$ cat config.mk
export PLATFORM = sky130hd
export DESIGN_NAME = byte_stuffing_word_framer_unit_flat
export DESIGN_NICKNAME = d
export VERILOG_FILES = /design/src/rtl/bswf_pkg.sv /design/src/rtl/bswf_req_if.sv /design/src/rtl/bswf_rsp_if.sv /design/src/rtl/bswf_cell.sv /design/src/rtl/byte_stuffing_word_framer_unit.sv /design/src/flat_wrapper.sv
export SDC_FILE = /design/constraint.sdc
export NUM_CORES = 1
export LEC_CHECK = 0
export BUFFER_PORTS_ARGS = -buffer_cell sky130_fd_sc_hd__clkbuf_2
export CAP_MARGIN = 20
export CORE_MARGIN = 2
export CORE_UTILIZATION = 25
export CTS_CLUSTER_SIZE = 25
export DETAILED_ROUTE_END_ITERATION = 8
export PLACE_DENSITY_LB_ADDON = 0.05
export SETUP_SLACK_MARGIN = 0.5
export SKIP_LAST_GASP = 1
export SLEW_MARGIN = 20
export SYNTH_ARGS = -nofsm -noshare
export SYNTH_HDL_FRONTEND = slang
export SYNTH_SLANG_ARGS = --single-unit
$ cat constraint.sdc
create_clock -name clock -period 5.25 [get_ports clock]
set_input_delay 0.525 -clock clock [delete_from_list [all_inputs] [get_ports clock]]
set_output_delay 0.525 -clock clock [all_outputs]
set_load 0.01 [all_outputs]
$ cat src/rtl/bswf_pkg.sv
// Shared types and constants of the byte-stuffing word framer.
`timescale 1ns / 1ps

package bswf_pkg;

   // Payload widths
   localparam int BYTE_W         = 8;
   localparam int DATA_W         = 64;
   localparam int MAX_WORD_BYTES = DATA_W / BYTE_W;
   localparam int WORD_BYTES_DEF = 8;

   // Register file
   localparam int CSR_IDX_W = 2;
   localparam logic [CSR_IDX_W-1:0] REG_START_BYTE  = 2'd0;
   localparam logic [CSR_IDX_W-1:0] REG_END_BYTE    = 2'd1;
   localparam logic [CSR_IDX_W-1:0] REG_ESCAPE_BYTE = 2'd2;
   localparam logic [CSR_IDX_W-1:0] REG_ESCAPE_MASK = 2'd3;

   localparam logic [BYTE_W-1:0] START_BYTE_RST  = 8'h12;
   localparam logic [BYTE_W-1:0] END_BYTE_RST    = 8'h13;
   localparam logic [BYTE_W-1:0] ESCAPE_BYTE_RST = 8'h7D;
   localparam logic [BYTE_W-1:0] ESCAPE_MASK_RST = 8'h20;

   // Marker values every cell compares its byte against
   typedef struct packed {
      logic [BYTE_W-1:0] start_val;
      logic [BYTE_W-1:0] end_val;
      logic [BYTE_W-1:0] esc_val;
   } marker_set_type;

endpackage

$ cat src/rtl/bswf_req_if.sv
// Request channel: one 64-bit word to frame.
`timescale 1ns / 1ps

interface bswf_req_if;
   logic                        valid;
   logic                        ready;
   logic [bswf_pkg::DATA_W-1:0] data_word;

   modport source (output valid, output data_word, input ready);
   modport sink   (input valid, input data_word, output ready);
endinterface

$ cat src/rtl/bswf_rsp_if.sv
// Response channel: one byte of the framed stream.
`timescale 1ns / 1ps

interface bswf_rsp_if;
   logic                        valid;
   logic                        ready;
   logic [bswf_pkg::BYTE_W-1:0] out_byte;
   logic                        frame_last;

   modport source (output valid, output out_byte, output frame_last, input ready);
   modport sink   (input valid, input out_byte, input frame_last, output ready);
endinterface

$ cat src/rtl/bswf_cell.sv
// One byte cell of the data chain: holds a byte, flags a marker clash, hands it on.
`timescale 1ns / 1ps

module bswf_cell (
   input  logic                           clock,
   input  logic                           load,
   input  logic                           shift,
   input  logic [bswf_pkg::BYTE_W-1:0]    load_byte,
   input  logic [bswf_pkg::BYTE_W-1:0]    next_byte,
   input  bswf_pkg::marker_set_type       markers,
   output logic [bswf_pkg::BYTE_W-1:0]    cell_byte,
   output logic                           cell_hit
);

   logic [bswf_pkg::BYTE_W-1:0] data_ff;
   logic [bswf_pkg::BYTE_W-1:0] data_in;

   // Load a new word byte, or take the neighbor's byte on a shift
   always_comb begin
      data_in = data_ff;
      if (load) begin
         data_in = load_byte;
      end else if (shift) begin
         data_in = next_byte;
      end
   end

   always_ff @(posedge clock) begin
      data_ff <= data_in;
   end

   // Flag a byte that collides with any marker
   assign cell_byte = data_ff;
   assign cell_hit  = (data_ff == markers.start_val) ||
                      (data_ff == markers.end_val)   ||
                      (data_ff == markers.esc_val);

endmodule

$ cat src/rtl/byte_stuffing_word_framer_unit.sv
// Byte-stuffing word framer: a chain of byte cells drained by a frame sequencer.
`timescale 1ns / 1ps

// Takes one word per request and sends it as a frame, one byte per cycle while
// the response side accepts: the start marker, the WORD_BYTES low bytes least
// significant first, then the end marker flagged with frame_last. A data byte
// equal to the start, end or escape marker goes out as the escape byte followed
// by the byte XORed with the escape mask. The word is held in a row of byte
// cells that shifts toward the head as bytes leave. One request is in flight at
// a time, and each byte goes out through a single registered response byte.
// The user must write registers through the csr_ port only while no frame is in
// progress; the block itself does not enforce this.

module byte_stuffing_word_framer_unit #(
   parameter int WORD_BYTES = bswf_pkg::WORD_BYTES_DEF
) (
   input  logic                             clock,
   input  logic                             reset,
   bswf_req_if.sink                         req_chan,
   bswf_rsp_if.source                       rsp_chan,
   input  logic                             csr_wr_en,
   input  logic [bswf_pkg::CSR_IDX_W-1:0]   csr_index,
   input  logic [bswf_pkg::BYTE_W-1:0]      csr_wdata
);

   // Cap the data bytes at the width of the word
   localparam int DATA_BYTES = (WORD_BYTES > bswf_pkg::MAX_WORD_BYTES) ?
                               bswf_pkg::MAX_WORD_BYTES : WORD_BYTES;
   localparam int CNT_W = $clog2(DATA_BYTES + 1);
   localparam logic [CNT_W-1:0] CNT_FULL = CNT_W'(DATA_BYTES);
   localparam logic [CNT_W-1:0] CNT_ONE  = CNT_W'(1);

   typedef enum logic [2:0] {
      ST_IDLE,
      ST_START,
      ST_DATA,
      ST_ESC,
      ST_END
   } state_type;

   // Configuration registers
   logic [bswf_pkg::BYTE_W-1:0] start_ff;
   logic [bswf_pkg::BYTE_W-1:0] end_ff;
   logic [bswf_pkg::BYTE_W-1:0] escape_ff;
   logic [bswf_pkg::BYTE_W-1:0] mask_ff;

   // Sequencer and response register
   state_type                   state_ff;
   logic [CNT_W-1:0]            cnt_ff;
   logic                        rsp_valid_ff;
   logic [bswf_pkg::BYTE_W-1:0] rsp_byte_ff;
   logic                        rsp_last_ff;

   logic                        req_fire;
   logic                        slot_free;
   logic                        advance;
   logic                        shift;
   bswf_pkg::marker_set_type    markers;
   logic [bswf_pkg::BYTE_W-1:0] cell_bytes [DATA_BYTES];
   logic [DATA_BYTES-1:0]       cell_hits;

   // Write configuration registers
   always_ff @(posedge clock) begin
      if (reset) begin
         start_ff  <= bswf_pkg::START_BYTE_RST;
         end_ff    <= bswf_pkg::END_BYTE_RST;
         escape_ff <= bswf_pkg::ESCAPE_BYTE_RST;
         mask_ff   <= bswf_pkg::ESCAPE_MASK_RST;
      end else if (csr_wr_en) begin
         case (csr_index)
            bswf_pkg::REG_START_BYTE:  start_ff  <= csr_wdata;
            bswf_pkg::REG_END_BYTE:    end_ff    <= csr_wdata;
            bswf_pkg::REG_ESCAPE_BYTE: escape_ff <= csr_wdata;
            bswf_pkg::REG_ESCAPE_MASK: mask_ff   <= csr_wdata;
            default: ;
         endcase
      end
   end

   assign markers.start_val = start_ff;
   assign markers.end_val   = end_ff;
   assign markers.esc_val   = escape_ff;

   // Handshake and chain control
   assign req_chan.ready = (state_ff == ST_IDLE);
   assign req_fire       = req_chan.valid && req_chan.ready;
   assign slot_free      = !rsp_valid_ff || rsp_chan.ready;
   assign advance        = slot_free &&
                           (state_ff inside {ST_START, ST_DATA, ST_ESC, ST_END});
   assign shift          = advance &&
                           ((state_ff == ST_ESC) || ((state_ff == ST_DATA) && !cell_hits[0]));

   // Chain of byte cells, head at index 0
   for (genvar i = 0; i < DATA_BYTES; i++) begin : g_cell
      logic [bswf_pkg::BYTE_W-1:0] next_byte;
      if (i == DATA_BYTES - 1) begin : g_tail
         assign next_byte = '0;
      end else begin : g_body
         assign next_byte = cell_bytes[i+1];
      end
      bswf_cell u_cell (
         .clock     (clock),
         .load      (req_fire),
         .shift     (shift),
         .load_byte (req_chan.data_word[bswf_pkg::BYTE_W*i +: bswf_pkg::BYTE_W]),
         .next_byte (next_byte),
         .markers   (markers),
         .cell_byte (cell_bytes[i]),
         .cell_hit  (cell_hits[i])
      );
   end

   // Sequence the frame and hold the response byte
   always_ff @(posedge clock) begin
      if (reset) begin
         state_ff     <= ST_IDLE;
         cnt_ff       <= '0;
         rsp_valid_ff <= 1'b0;
         rsp_last_ff  <= 1'b0;
      end else begin
         // Raise valid on a new byte, drop it once the held byte is taken
         if (advance) begin
            rsp_valid_ff <= 1'b1;
         end else if (slot_free) begin
            rsp_valid_ff <= 1'b0;
         end
         case (state_ff)
            ST_IDLE: begin
               if (req_fire) begin
                  state_ff <= ST_START;
               end
            end
            ST_START: begin
               if (advance) begin
                  rsp_byte_ff  <= start_ff;
                  rsp_last_ff  <= 1'b0;
                  cnt_ff       <= CNT_FULL;
                  state_ff     <= ST_DATA;
               end
            end
            ST_DATA: begin
               if (advance) begin
                  rsp_last_ff  <= 1'b0;
                  if (cell_hits[0]) begin
                     rsp_byte_ff <= escape_ff;
                     state_ff    <= ST_ESC;
                  end else begin
                     rsp_byte_ff <= cell_bytes[0];
                     cnt_ff      <= cnt_ff - CNT_ONE;
                     state_ff    <= (cnt_ff == CNT_ONE) ? ST_END : ST_DATA;
                  end
               end
            end
            ST_ESC: begin
               if (advance) begin
                  rsp_last_ff  <= 1'b0;
                  rsp_byte_ff  <= cell_bytes[0] ^ mask_ff;
                  cnt_ff       <= cnt_ff - CNT_ONE;
                  state_ff     <= (cnt_ff == CNT_ONE) ? ST_END : ST_DATA;
               end
            end
            ST_END: begin
               if (advance) begin
                  rsp_last_ff  <= 1'b1;
                  rsp_byte_ff  <= end_ff;
                  state_ff     <= ST_IDLE;
               end
            end
            default: begin
               state_ff <= ST_IDLE;
            end
         endcase
      end
   end

   assign rsp_chan.valid      = rsp_valid_ff;
   assign rsp_chan.out_byte   = rsp_byte_ff;
   assign rsp_chan.frame_last = rsp_last_ff;

`ifndef SYNTHESIS
   // An accepted request always opens with the start marker
   a_req_starts_frame: assert property (@(posedge clock) disable iff (reset)
      req_fire |=> (state_ff == ST_START))
      else $error("accepted request did not start a frame");

   // Data bytes remain whenever a data byte or its escaped form is due
   a_data_count: assert property (@(posedge clock) disable iff (reset)
      ((state_ff == ST_DATA) || (state_ff == ST_ESC)) |-> (cnt_ff != '0))
      else $error("data phase with no bytes left");

   // The end marker follows only once every data byte has left the chain
   a_end_after_data: assert property (@(posedge clock) disable iff (reset)
      (state_ff == ST_END) |-> (cnt_ff == '0))
      else $error("end marker before all data bytes were sent");
`endif

endmodule

$ cat src/flat_wrapper.sv
// flat-port wrapper written by rule: the top's interface ports become plain ports
module byte_stuffing_word_framer_unit_flat 
#(
   parameter int WORD_BYTES = bswf_pkg::WORD_BYTES_DEF
)
  (clock, reset, csr_wr_en, csr_index, csr_wdata, req_chan_valid, req_chan_data_word, req_chan_ready, rsp_chan_valid, rsp_chan_out_byte, rsp_chan_frame_last, rsp_chan_ready);
  bswf_req_if req_chan_i ();
  bswf_rsp_if rsp_chan_i ();
  input  logic clock;
  input  logic reset;
  input  logic csr_wr_en;
  input  logic [bswf_pkg::CSR_IDX_W-1:0] csr_index;
  input  logic [bswf_pkg::BYTE_W-1:0] csr_wdata;
  input wire logic [$bits(req_chan_i.valid)-1:0] req_chan_valid;
  input wire logic [$bits(req_chan_i.data_word)-1:0] req_chan_data_word;
  output wire logic [$bits(req_chan_i.ready)-1:0] req_chan_ready;
  output wire logic [$bits(rsp_chan_i.valid)-1:0] rsp_chan_valid;
  output wire logic [$bits(rsp_chan_i.out_byte)-1:0] rsp_chan_out_byte;
  output wire logic [$bits(rsp_chan_i.frame_last)-1:0] rsp_chan_frame_last;
  input wire logic [$bits(rsp_chan_i.ready)-1:0] rsp_chan_ready;
  assign req_chan_i.valid = req_chan_valid;
  assign req_chan_i.data_word = req_chan_data_word;
  assign req_chan_ready = req_chan_i.ready;
  assign rsp_chan_valid = rsp_chan_i.valid;
  assign rsp_chan_out_byte = rsp_chan_i.out_byte;
  assign rsp_chan_frame_last = rsp_chan_i.frame_last;
  assign rsp_chan_i.ready = rsp_chan_ready;
  byte_stuffing_word_framer_unit #(.WORD_BYTES(WORD_BYTES)) u_core (.clock(clock), .reset(reset), .req_chan(req_chan_i), .rsp_chan(rsp_chan_i), .csr_wr_en(csr_wr_en), .csr_index(csr_index), .csr_wdata(csr_wdata));
endmodule
Yosys cells after proc, flatten, opt, wreduce, memory -nomap -nowiden. Cells that the tools add are included.

Reductions and logical operators: 26. $lt $le $gt $ge: 0. Add/subtract/negate cells: 1. Shift operators: 0. Bitwise operators: 2. Eq/ne operators: 18. Divide/modulo/power cells: 0. Multiplexer cells: 40. $mul: 0.

Operators by type and width (count): $mux W8 (21); $pmux W8 S4 (1); $eq A8 B8 Y1 (3); $mux W3 (7); $mux W4 (4); $pmux W3 S5 (1); $pmux W4 S3 (1); $ne A2 B1 Y1 const B (5); $reduce_and A5 Y1 (2); $reduce_and A2 Y1 (4); $xor A8 B8 Y8 (1); $eq A3 B2 Y1 const B (2); $reduce_and A6 Y1 (1); $reduce_bool A2 Y1 (3); $eq A2 B2 Y1 const B (2); $eq A4 B1 Y1 const B (1); $logic_and A1 B1 Y1 (4); $logic_or A1 B1 Y1 (4); $mux W1 (4); $ne A2 B2 Y1 const B (2); $reduce_bool A4 Y1 (1); $sub A4 B1 Y4 const B (1); $eq A3 B1 Y1 const B (1); $eq A3 B3 Y1 const B (1); other kinds (9) (10).

Memories kept: 0. Output and inout port bits: 11. Register bits: 113. RAM bits: 0. Word-level logic and storage cells: 104. Bits in read-only memories: 0. Bits in latches: 0.

Depth between registers and ports, before layout. Gate-level depths: netlist of run 1.

Word-level depth: 9. Depth in mapped cells: 9.

Cells and area by module. Synthesis of run 1 repeated with hierarchy kept, for this count alone.

Cells, all modules: 667. Area total of the unflattened synthesis: 7255.7 um^2.

Modules (own cells, without submodules): bswf_cell (times used 8, area an instance 609.3 um^2, cells each 51, sequential area each 240.2 um^2); byte_stuffing_word_framer_unit (times used 1, area an instance 2381.0 um^2, cells each 259, sequential area each 1061.0 um^2).

Least setup slack after synthesis of run 1. Ideal clock, no wire load.

Path type: register -> register. From: register u_core.g_cell[0].u_cell.data_ff (netlist bit u_core.g_cell[0].u_cell.cell_byte[6]). To: register u_core.g_cell[0].u_cell.data_ff (netlist bit u_core.g_cell[0].u_cell.cell_byte[0]) (enable). Path buffers: 2. Path slack: 2.113 ns. Cell stages (with the launch flop): 9. Arrival: 2.712 ns. Path through: edfxtp_1 -> buf_6 -> xor2_1 -> nor4_1 -> a22oi_1 -> and2_1 -> buf_6 -> o21a_1 -> or2_1.

Word-level cells in the longest chain between the ends: 8. Elaborated cells on any way between the ends: 10. Those cells by class: eq/ne (3); reduce/logical (7).

Ends and longest elaborated chain: start: declaration (line bswf_cell.sv:15) `logic [bswf_pkg::BYTE_W-1:0] data_ff;`; start signal: assignment (line bswf_cell.sv:29) `data_ff <= data_in;`; $eq A8 B8 Y1, on equally long branches (line bswf_cell.sv:34, bswf_cell.sv:35); $logic_or A1 B1 Y1 (line bswf_cell.sv:34) `assign cell_hit = (data_ff == markers.start_val) ||`; $logic_or A1 B1 Y1 (*) (line bswf_cell.sv:35) `(data_ff == markers.end_val) ||`; $logic_not A1 Y1 (*) (line byte_stuffing_word_framer_unit.sv:91) `((state_ff == ST_ESC) || ((state_ff == ST_DATA) && !cell_hits[0]));`; $logic_and A1 B1 Y1 (*) (line byte_stuffing_word_framer_unit.sv:91); $logic_or A1 B1 Y1 (*) (line byte_stuffing_word_framer_unit.sv:91); $logic_and A1 B1 Y1 (*) (line byte_stuffing_word_framer_unit.sv:90) `assign shift = advance &&`; $reduce_bool A2 Y1 (no line) (*).

Every way passes the cells marked *; elsewhere a longest branch is shown, timed or not. A chain may end at the register's enable or synchronous reset.

Worst setup path in the final report of run 1.
From: register u_core.g_cell[0].u_cell.data_ff (netlist bit u_core.g_cell[0].u_cell.cell_byte[4]). To: register u_core.g_cell[4].u_cell.data_ff (netlist bit u_core.g_cell[4].u_cell.cell_byte[2]) (enable).

Word-level cells in the longest chain between the ends: 8. Elaborated cells on any way between the ends: 10. Those cells by class: eq/ne (3); reduce/logical (7).

Ends and longest elaborated chain (line): $eq A8 B8 Y1, on equally long branches (bswf_cell.sv:34, bswf_cell.sv:35); $logic_or A1 B1 Y1 (bswf_cell.sv:34); $logic_or A1 B1 Y1 (*) (bswf_cell.sv:35); $logic_not A1 Y1 (*) (byte_stuffing_word_framer_unit.sv:91); $logic_and A1 B1 Y1 (*) (byte_stuffing_word_framer_unit.sv:91); $logic_or A1 B1 Y1 (*) (byte_stuffing_word_framer_unit.sv:91); $logic_and A1 B1 Y1 (*) (byte_stuffing_word_framer_unit.sv:90); $reduce_bool A2 Y1 (no line) (*); end signal: assignment (bswf_cell.sv:29); end: declaration (bswf_cell.sv:15).

Marks and branches as above.

==> metrics, run 1 <==
status=complete, no violations; post-place setup slack=between 2 and 2.5 ns; max-slew headroom at the worst pin=around a third; main combinational cell family by area after synthesis=multiplexers; f_max=~0.32 GHz; synthesis-stage register bit count=113; async set-reset flop share out of synthesis=0%; clock transition at the registers of the reported paths=0.06 ns; Period Utilization, post-route=58.9%; critical path's top delay family=simple AND/OR/NAND/NOR gates; Yosys top cell by area=edfxtp_1; post-CTS resize count=0; starting density of the core=25.5%; share of post-route cells with drive strength above 1=34.4%; Net count, final=610; Routed WL=roughly 14 mm; post-synthesis xor/xnor area fraction=5.37%; Syn. warnings=0; Hold WS=roughly 0.37 ns; Compound-Gate Fraction of Synth Area=7.35%; EDFF count, synth=72; top routing layer in use=met4; vias in the first global route=3753; Slew Viols, Final=0; Congestion Overflow GR=0; kind of end point of the critical path=register; area of the multi-input gates=2170 sq um; CTS Hold Bufs=0; ant diodes=0; sequential area share after synthesis=55.5%; fin crit period=slightly above 3 ns; Final Non-Filler Cells=816; multiplexer share of the synthesized area=15.3%; vias per cell=4.46; setup TNS=0 ns; Max FO, Critical Path=64; FF+latch area=2980 sq um; final hold vios=0; num rows=53; max_cap viols=0; Post-Synth Adder-Cell Area=0.465%; Final ANT Viol Nets=0; top cells by count, synth=edfxtp_1 (72), mux2_2 (56), nand2_1 (54), dfxtp_1 (41), xor2_1 (32); Post-Syn Area=5380 sq um; Design Area, Final=6570 sq um; Area Overhead vs Synth=22.2%; final clock skew=0.0192 ns; Slowest-stage cell, CP=or2_4; ys flop type=edfxtp_1; Placement Cell Area=5990 sq um; crit-path max cell delay=0.73 ns; crit path DAT=3.14 ns; full die area=~23000 sq um; Syn Nets=approximately 540; WL met3=1.06 mm; ranking of synthesized cells by area=edfxtp_1 (40%), dfxtp_1 (15%), mux2_2 (12%), xor2_1 (5.2%), nand2_1 (3.8%); largest net degree at the start of global routing=65; CP required=between 5 and 6 ns; via count=approximately 3600; Setup Buffers After CTS=0; htree depth=4; RSZ-0062 raised after global routing=false; die width=~150 microns; setup slack after layout=approximately 2.2 ns; wl on met1=~6.3 mm; number of I/O port buffers=89; wire length per cell=17.0 microns; Critical Path Start Type=register; CTS tree=yes; maximum vdd drop=0.218 mV; critical path class=register to register; first-pass GRT wire length=21.7 mm; Simple-Gate Fraction of Synth Area=11.7%; Post-Synthesis Cells=455; Detailed Routing Iterations Pass 1=4; Final setup viols=0; PD cells=577 nW/um^2; RePlAce Congestion=0.775; CTS sink cnt=between 100 and 150; cell with the most instances after synthesis=edfxtp_1; routed wl met2=approximately 6.3 mm; Fill cells=between 2000 and 2500; DRC errors left=0; initial antenna violation count=0; core box area=21100 sq um; Slew @ Worst Pin=between 0.9 and 1 ns; Finished Core Util=31.2%; clock tree root driver cell=clkbuf_16; Distinct cells, synth=46; gr usage total=13.0%; Design Power=3.79 mW; HP Class=input pin to register; HPWL Detailed=around 9 mm; Pleak=~2.6 nW; initial drt markers=212; Skew-Pair Late Insertion Delay=0.43 ns; Avg Inst Size Synth=~12 sq um; Crit path buffers/inverters=0; # placed instances=785; Die Y=~150 microns; Num CTS Buffers=17; top cell type's share of synthesized area=between 40 and 50%; crit-path cells=xor2_1, nor4_2, a22oi_1, and2_1, o21a_1, or2_4; clock tree buffer depth=2; IO Pins=90
final timing paths:
path                                                      startpoint                                   end  slack [ns]  cells after the start
worst min register to register                     u_core.mask_ff[2]                     u_core.mask_ff[2]        0.48                      2
worst max register to register  u_core.g_cell[0].u_cell.cell_byte[4]  u_core.g_cell[4].u_cell.cell_byte[2]        2.16                      6
worst max-delay path            u_core.g_cell[0].u_cell.cell_byte[4]  u_core.g_cell[4].u_cell.cell_byte[2]        2.16                      6
worst min-delay path                          req_chan_data_word[60]  u_core.g_cell[7].u_cell.cell_byte[4]        0.37                      2
logic make-up after synthesis:
logic type / Yosys count
XOR/XNOR: 33
flip-flops: 113
buffers and inverters: 45
AO/OA/AOI/OAI: 58
adder cells (fa/ha/maj): 2
AND/OR/NAND/NOR: 129
multiplexers: 75
final cells by class:
class	instances	area share [%]
flip-flops and latches	113	45.4
inverters	9	0.514
well taps	275	5.24
clock buffers	17	6.47
multi-input cells	297	33.0
clock inverters	14	2.34
repair buffers	91	7.01
state kept, by name (all words and copies together) (netlist names):
register	cells
u_core.cnt_ff	4
u_core.end_ff	8
u_core.escape_ff	8
u_core.g_cell.u_cell.cell_byte	64
u_core.mask_ff	8
u_core.rsp_chan.frame_last	1
u_core.rsp_chan.out_byte	8
u_core.rsp_chan.valid	1
u_core.start_ff	8
u_core.state_ff	3
metal layers:
| layer | GRT usage, % | vias to the layer above |
|---|---|---|
| met5 | 0 | - |
| met4 | 3.83 | 0 |
| met3 | 5.06 | 12 |
| met2 | 20.0 | 105 |
| met1 | 16.9 | 1737 |
| li1 | - | 1788 |
where the power goes:
part,leakage [nW],switching [mW],internal (mW)
Sequential,1.03,0.160,1.43
Combinational,1.29,0.591,0.459
Clock,0.267,0.446,0.701
layout by cell type, fill, tap and decap left out, types with 6 or more instances in the layout:
cell       count
a221oi_1       8
edfxtp_1      72
and3_1         9
o21ai_0        6
inv_1          8
nand2_1       54
mux2i_1       19
o22ai_1        8
a21oi_1       15
and2_1        10
nor2_1        21
nor4_1         7
xor2_1        32
a211o_1        6
clkbuf_16     17
nand3b_1       8
mux2_2        56
clkbuf_2      89
dfxtp_1       41
No activity file was read; power rests on OpenSTA's default activity.
==> run 2: changes to the inputs <==
Clock period 5.25 ns to 2.58 ns, I/O delays scaled along.
==> run 2 against run 1 <==
  * Non-clock buffer count up 26
  * Total power up 120%
  * Cell count up 3.1%
  * First-iteration DRC count down 17%
  * Routed wire length up 1.1%
  * Worst setup slack worse by 1.8 ns
  * Global-route usage about the same
==> metrics, run 2 (synthesized netlist as in run 1, its figures left out) <==
wire length per cell=16.7 microns (was 17.0 microns); FF+latch area=2980 sq um (unchanged); Net count, final=636 (was 610); CTS tree=yes (unchanged); vias per cell=4.49 (was 4.46); critical path class=register to register (unchanged); initial drt markers=176 (was 212); htree depth=4 (unchanged); HPWL Detailed=9.66 mm (was 9.18 mm); Congestion Overflow GR=0 (unchanged); Crit path buffers/inverters=1 (was 0); vias in the first global route=3890 (was 3753); first-pass GRT wire length=21.9 mm (was 21.7 mm); ant diodes=0 (unchanged); core box area=21100 sq um (unchanged); num rows=53 (unchanged); IO Pins=90 (unchanged); fin crit period=2.22 ns (was 3.09 ns); Final setup viols=0 (unchanged); crit-path cells=xor2_1, nor4_1, a22oi_1, and2_4, o21a_1, or2_4, buf_16 (was xor2_1, nor4_2, a22oi_1, and2_1, o21a_1, or2_4); clock tree root driver cell=clkbuf_16 (unchanged); Design Area, Final=6900 sq um (was 6570 sq um); worst reg2reg startpoint=u_core.g_cell[0].u_cell.cell_byte[3] (was u_core.g_cell[0].u_cell.cell_byte[4]); Slew @ Worst Pin=0.819 ns (was 0.988 ns); PD cells=1190 nW/um^2 (was 577 nW/um^2); RePlAce Congestion=0.814 (was 0.775); Max FO, Critical Path=22 (was 64); kind of end point of the critical path=register (unchanged); max_cap viols=0 (unchanged); Critical Path Start Type=register (unchanged); CTS Hold Bufs=0 (unchanged); Skew-Pair Late Insertion Delay=0.42 ns (was 0.43 ns); Final ANT Viol Nets=0 (unchanged); Crit. Startpoint=u_core.g_cell[0].u_cell.cell_byte[3] (was u_core.g_cell[0].u_cell.cell_byte[4]); Slew Viols, Final=0 (unchanged); number of I/O port buffers=89 (unchanged); Slowest-stage cell, CP=edfxtp_1 (was or2_4); Period Utilization, post-route=86.1% (was 58.9%); area of the multi-input gates=2210 sq um (was 2170 sq um); clock tree buffer depth=2 (unchanged); most frequent cells in the layout=clkbuf_2 (89), edfxtp_1 (72), mux2_2 (56) (unchanged); critical path's top delay family=simple AND/OR/NAND/NOR gates (unchanged); Routed WL=14.0 mm (was 13.9 mm); Detailed Routing Iterations Pass 1=6 (was 4); crit path DAT=2.39 ns (was 3.14 ns); die width=151 microns (unchanged); Hold Path Depth=2 (unchanged); final clock skew=0.0123 ns (was 0.0192 ns); full die area=22700 sq um (unchanged); Num CTS Buffers=17 (unchanged); status=complete, no violations (unchanged); Fill cells=2206 (was 2181); crit-path max cell delay=0.50 ns (was 0.73 ns); share of post-route cells with drive strength above 1=38.0% (was 34.4%); largest net degree at the start of global routing=45 (was 65); Area Overhead vs Synth=28.4% (was 22.2%); HP Class=input pin to register (unchanged); R2R depth=7 (was 6); min-delay src=req_chan_data_word[60] (unchanged); setup TNS=0 ns (unchanged); clock transition at the registers of the reported paths=0.06 ns (about the same); gr usage total=13.0% (about the same); Die Y=151 microns (unchanged); CP required=2.75 ns (was 5.29 ns); final hold vios=0 (unchanged); CTS sink cnt=113 (unchanged); f_max=0.450 GHz (was 0.323 GHz); Finished Core Util=32.7% (was 31.2%); critical path depth=7 (was 6); most common cell after layout, fill and taps aside=clkbuf_2 (unchanged); DRC errors left=0 (unchanged); max reg flops=64 (unchanged); maximum vdd drop=0.399 mV (was 0.218 mV); initial antenna violation count=0 (unchanged); RSZ-0062 raised after global routing=true (was false); Design Power=8.23 mW (was 3.79 mW); starting density of the core=25.5% (unchanged); max-slew headroom at the worst pin=45.2% (was 34.2%); Pleak=2.74 nW (was 2.59 nW); Placement Cell Area=6100 sq um (was 5990 sq um); via count=3774 (was 3642)
==> run 2: cell count changes in the layout (fill, tap and decap cells not counted), moves of 2 or more <==
cell | previous run | this run
mux2i_2 | 0 | 4
o22ai_1 | 8 | 6
buf_4 | 2 | 21
o22ai_2 | 0 | 2
mux2i_1 | 19 | 14
buf_12 | 0 | 3
buf_6 | 0 | 2
bufinv_16 | 2 | 4
inv_6 | 5 | 0
clkinvlp_4 | 5 | 3
clkinv_1 | 1 | 3
==> run 2: layer usage <==
layer  global-route usage [%]  part of all wire, %  vias to the layer above
li1                         -                    -                     1846
met1                     16.4                   46                     1807
met2                     20.1                   46                      102
met3                     4.52                  6.1                       19
met4                     5.93                  2.1                        0
met5                        0                    0                        -
==> run 2: worst register-to-register path, cell delays in order (launching register included) <==
cell and delay (ns):
edfxtp_1 0.50, xor2_1 0.19, nor4_1 0.31, a22oi_1 0.13
and2_4 0.17, o21a_1 0.18, or2_4 0.30, buf_16 0.19
==> run 2: final timing paths <==
check / slack [ns] / to
worst min-delay path: 0.11 / u_core.g_cell[7].u_cell.cell_byte[4]
worst max-delay path: 0.36 / u_core.g_cell[1].u_cell.cell_byte[5]
worst min register to register: 0.47 / u_core.mask_ff[7]
worst max register to register: 0.36 / u_core.g_cell[1].u_cell.cell_byte[5]
==> run 2: where the power goes <==
part	internal, mW	switching [mW]	total [mW]
clock network	1.59	0.834	2.42
registers	2.90	0.312	3.21
logic	1.30	1.30	2.59
==> run 2: what timing repair did <==
action                                 in CTS  in global routing
pin swaps                                   3                 10
setup endpoints to repair                  73                 79
cloned                                      0                  3
endpoints found under the hold margin       0                  0
resized for setup                           4                 13
buffers inserted                            8                  3
==> run 2: per-stage QoR <==
stage | hold slack (ns) | std cells | worst slack, ns
2_1_floorplan | 0.376 | 455 | 0.342
3_3_place_gp | 0.460 | 797 | 0.285
3_5_place_dp | 0.466 | 797 | 0.294
4_1_cts | 0.0906 | 835 | 0.356
5_1_grt | 0.0995 | 841 | 0.264
6_report | 0.112 | 841 | 0.359
==> run 2: final cells by class <==
type,instances,share of cell area (%)
flip-flops and latches,113,43.2
multi-input cells,297,32.0
repair buffers,117,10.7
clock buffers,18,6.22
well taps,275,4.98
clock inverters,12,2.43
inverters,9,0.489
==> run 3: changes to the inputs <==
Settings changed: CORE_MARGIN 2 to 3.
==> run 3 against run 2 <==
  * Sequential share of layout area is 1.0 points lower
  * Register-to-register slack lost 0.07 ns
  * Routed wire length rose by 4.9%
  * Critical path depth did not move
  * Utilization grew 0.79 points
  * Hold slack better by 0.0013 ns
  * Clock skew down 0.0050 ns
  * Fmax is 3.0% lower
  * Cell count up 1.2%
  * Non-clock buffer count grew 7
  * Total power grew 3.2%
  * Via count rose by 0.87%
  * Critical path type unchanged
  * Largest power group unchanged
  * Highest routed layer is now met5
==> metrics, run 3 (synthesized netlist as in run 1, its figures left out) <==
number of I/O port buffers=89 (unchanged); HPWL Detailed=9.80 mm (was 9.66 mm); maximum vdd drop=0.476 mV (was 0.399 mV); Net count, final=644 (was 636); Final ANT Viol Nets=0 (unchanged); clock transition at the registers of the reported paths=0.06 ns (about the same); htree depth=4 (unchanged); CP required=2.76 ns (was 2.75 ns); Area Overhead vs Synth=31.5% (was 28.4%); Critical Path Start Type=register (unchanged); Fill cells=2157 (was 2206); full die area=23300 sq um (was 22700 sq um); f_max=0.437 GHz (was 0.450 GHz); initial drt markers=195 (was 176); wire length per cell=17.3 microns (was 16.7 microns); max_cap viols=0 (unchanged); FF+latch area=2980 sq um (unchanged); die width=153 microns (was 151 microns); Max FO, Critical Path=8 (was 22); setup TNS=0 ns (unchanged); largest net degree at the start of global routing=57 (was 45); max reg flops=64 (unchanged); status=complete, no violations (unchanged); Detailed Routing Iterations Pass 1=4 (was 6); Die Y=153 microns (was 151 microns); critical path's top delay family=simple AND/OR/NAND/NOR gates (unchanged); most common cell after layout, fill and taps aside=clkbuf_2 (unchanged); via count=3807 (was 3774); Slowest-stage cell, CP=edfxtp_1 (unchanged); starting density of the core=25.5% (unchanged); Design Power=8.49 mW (was 8.23 mW); most frequent cells in the layout=clkbuf_2 (89), edfxtp_1 (72), mux2_2 (56) (unchanged); ant diodes=0 (unchanged); DRC errors left=0 (unchanged); crit path DAT=2.47 ns (was 2.39 ns); first-pass GRT wire length=22.3 mm (was 21.9 mm); clock tree root driver cell=clkbuf_16 (unchanged); Final setup viols=0 (unchanged); CTS sink cnt=113 (unchanged); share of post-route cells with drive strength above 1=40.1% (was 38.0%); num rows=53 (unchanged); Num CTS Buffers=17 (unchanged); HP Class=input pin to register (unchanged); crit-path cells=xor2_1, nor4_1, a22oi_1, and2_4, o21a_4, or2_4, clkbuf_16 (was xor2_1, nor4_1, a22oi_1, and2_4, o21a_1, or2_4, buf_16); gr usage total=12.5% (was 13.0%); final clock skew=0.00731 ns (was 0.0123 ns); PD cells=1200 nW/um^2 (was 1190 nW/um^2); Congestion Overflow GR=0 (unchanged); Skew-Pair Late Insertion Delay=0.41 ns (was 0.42 ns); initial antenna violation count=2 (was 0); max-slew headroom at the worst pin=44.6% (was 45.2%); kind of end point of the critical path=register (unchanged); IO Pins=90 (unchanged); RSZ-0062 raised after global routing=true (unchanged); fin crit period=2.29 ns (was 2.22 ns); Slew @ Worst Pin=0.827 ns (was 0.819 ns); area of the multi-input gates=2260 sq um (was 2210 sq um); Finished Core Util=33.5% (was 32.7%); Period Utilization, post-route=88.8% (was 86.1%); Pleak=2.82 nW (was 2.74 nW); CTS tree=yes (unchanged); core box area=21100 sq um (unchanged); clock tree buffer depth=2 (unchanged); Routed WL=14.7 mm (was 14.0 mm); RePlAce Congestion=0.787 (was 0.814); final hold vios=0 (unchanged); Crit path buffers/inverters=1 (unchanged); vias in the first global route=3840 (was 3890); Slew Viols, Final=0 (unchanged); vias per cell=4.47 (was 4.49); crit-path max cell delay=0.50 ns (about the same); critical path class=register to register (unchanged)
run 3: changes by cell type in the layout (fill, tap and decap cells not counted), sizes merged:
cell	delta
clkbuf	+2
inv	+1
or2	+1
clkinvlp	+2
bufinv	-1
buf	+5
run 3: final cells by class:
class / count / area share, %
Clock buffer: 18 / 6.07
Clock inverter: 14 / 2.34
Inverter: 9 / 0.478
Multi-Input combinational cell: 298 / 32.0
Sequential cell: 113 / 42.2
Tap cell: 275 / 4.87
Timing Repair Buffer: 124 / 12.1
run 3: final timing paths:
check | start | slack, ns | depth (start not counted) | to
worst max-delay path | u_core.g_cell[0].u_cell.cell_byte[3] | 0.29 | 7 | u_core.g_cell[1].u_cell.cell_byte[4]
worst min-delay path | csr_wdata[4] | 0.11 | 2 | u_core.start_ff[4]
worst max register to register | u_core.g_cell[0].u_cell.cell_byte[3] | 0.29 | 7 | u_core.g_cell[1].u_cell.cell_byte[4]
worst min register to register | u_core.mask_ff[6] | 0.48 | 2 | u_core.mask_ff[6]
run 3: per-stage QoR:
step                      area, sq um  hold WS, ns  cells  setup WS (ns)
after CTS                        6820       0.0917    839          0.291
after floorplan                  5390        0.376    455          0.342
after global placement           6100        0.459    797          0.192
after detailed placement         6100        0.468    797          0.181
final                            7070        0.113    851          0.290
after global routing             7070       0.0972    851          0.236
run 3: worst reg2reg max path, stage by stage, from the launching register on:
cell	delay, ns
edfxtp_1	0.50
xor2_1	0.19
nor4_1	0.30
a22oi_1	0.17
and2_4	0.18
o21a_4	0.21
or2_4	0.32
clkbuf_16	0.20
run 3: timing repair:
action                                  in CTS  in global routing
hold buffers                                 0                  0
resized for setup                            9                 19
cloned                                       1                  5
endpoints found under the hold margin        0                  0
setup buffers                                9                  7
pin swaps                                    3                 12
endpoints found under the setup margin      74                 97
run 3: metal layers:
metal,vias to the layer above,global-route usage (%),routed length [microns]
li1,1858,-,-
met1,1834,15.9,6540
met2,91,19.6,7090
met3,20,4.74,860
met4,4,4.62,209
met5,-,0,26
run 3: power breakdown:
group	internal (mW)	switching, mW	total, mW	leakage, nW
clock	1.51	0.888	2.40	0.278
sequential	2.90	0.284	3.18	1.03
combinational	1.48	1.43	2.91	1.51
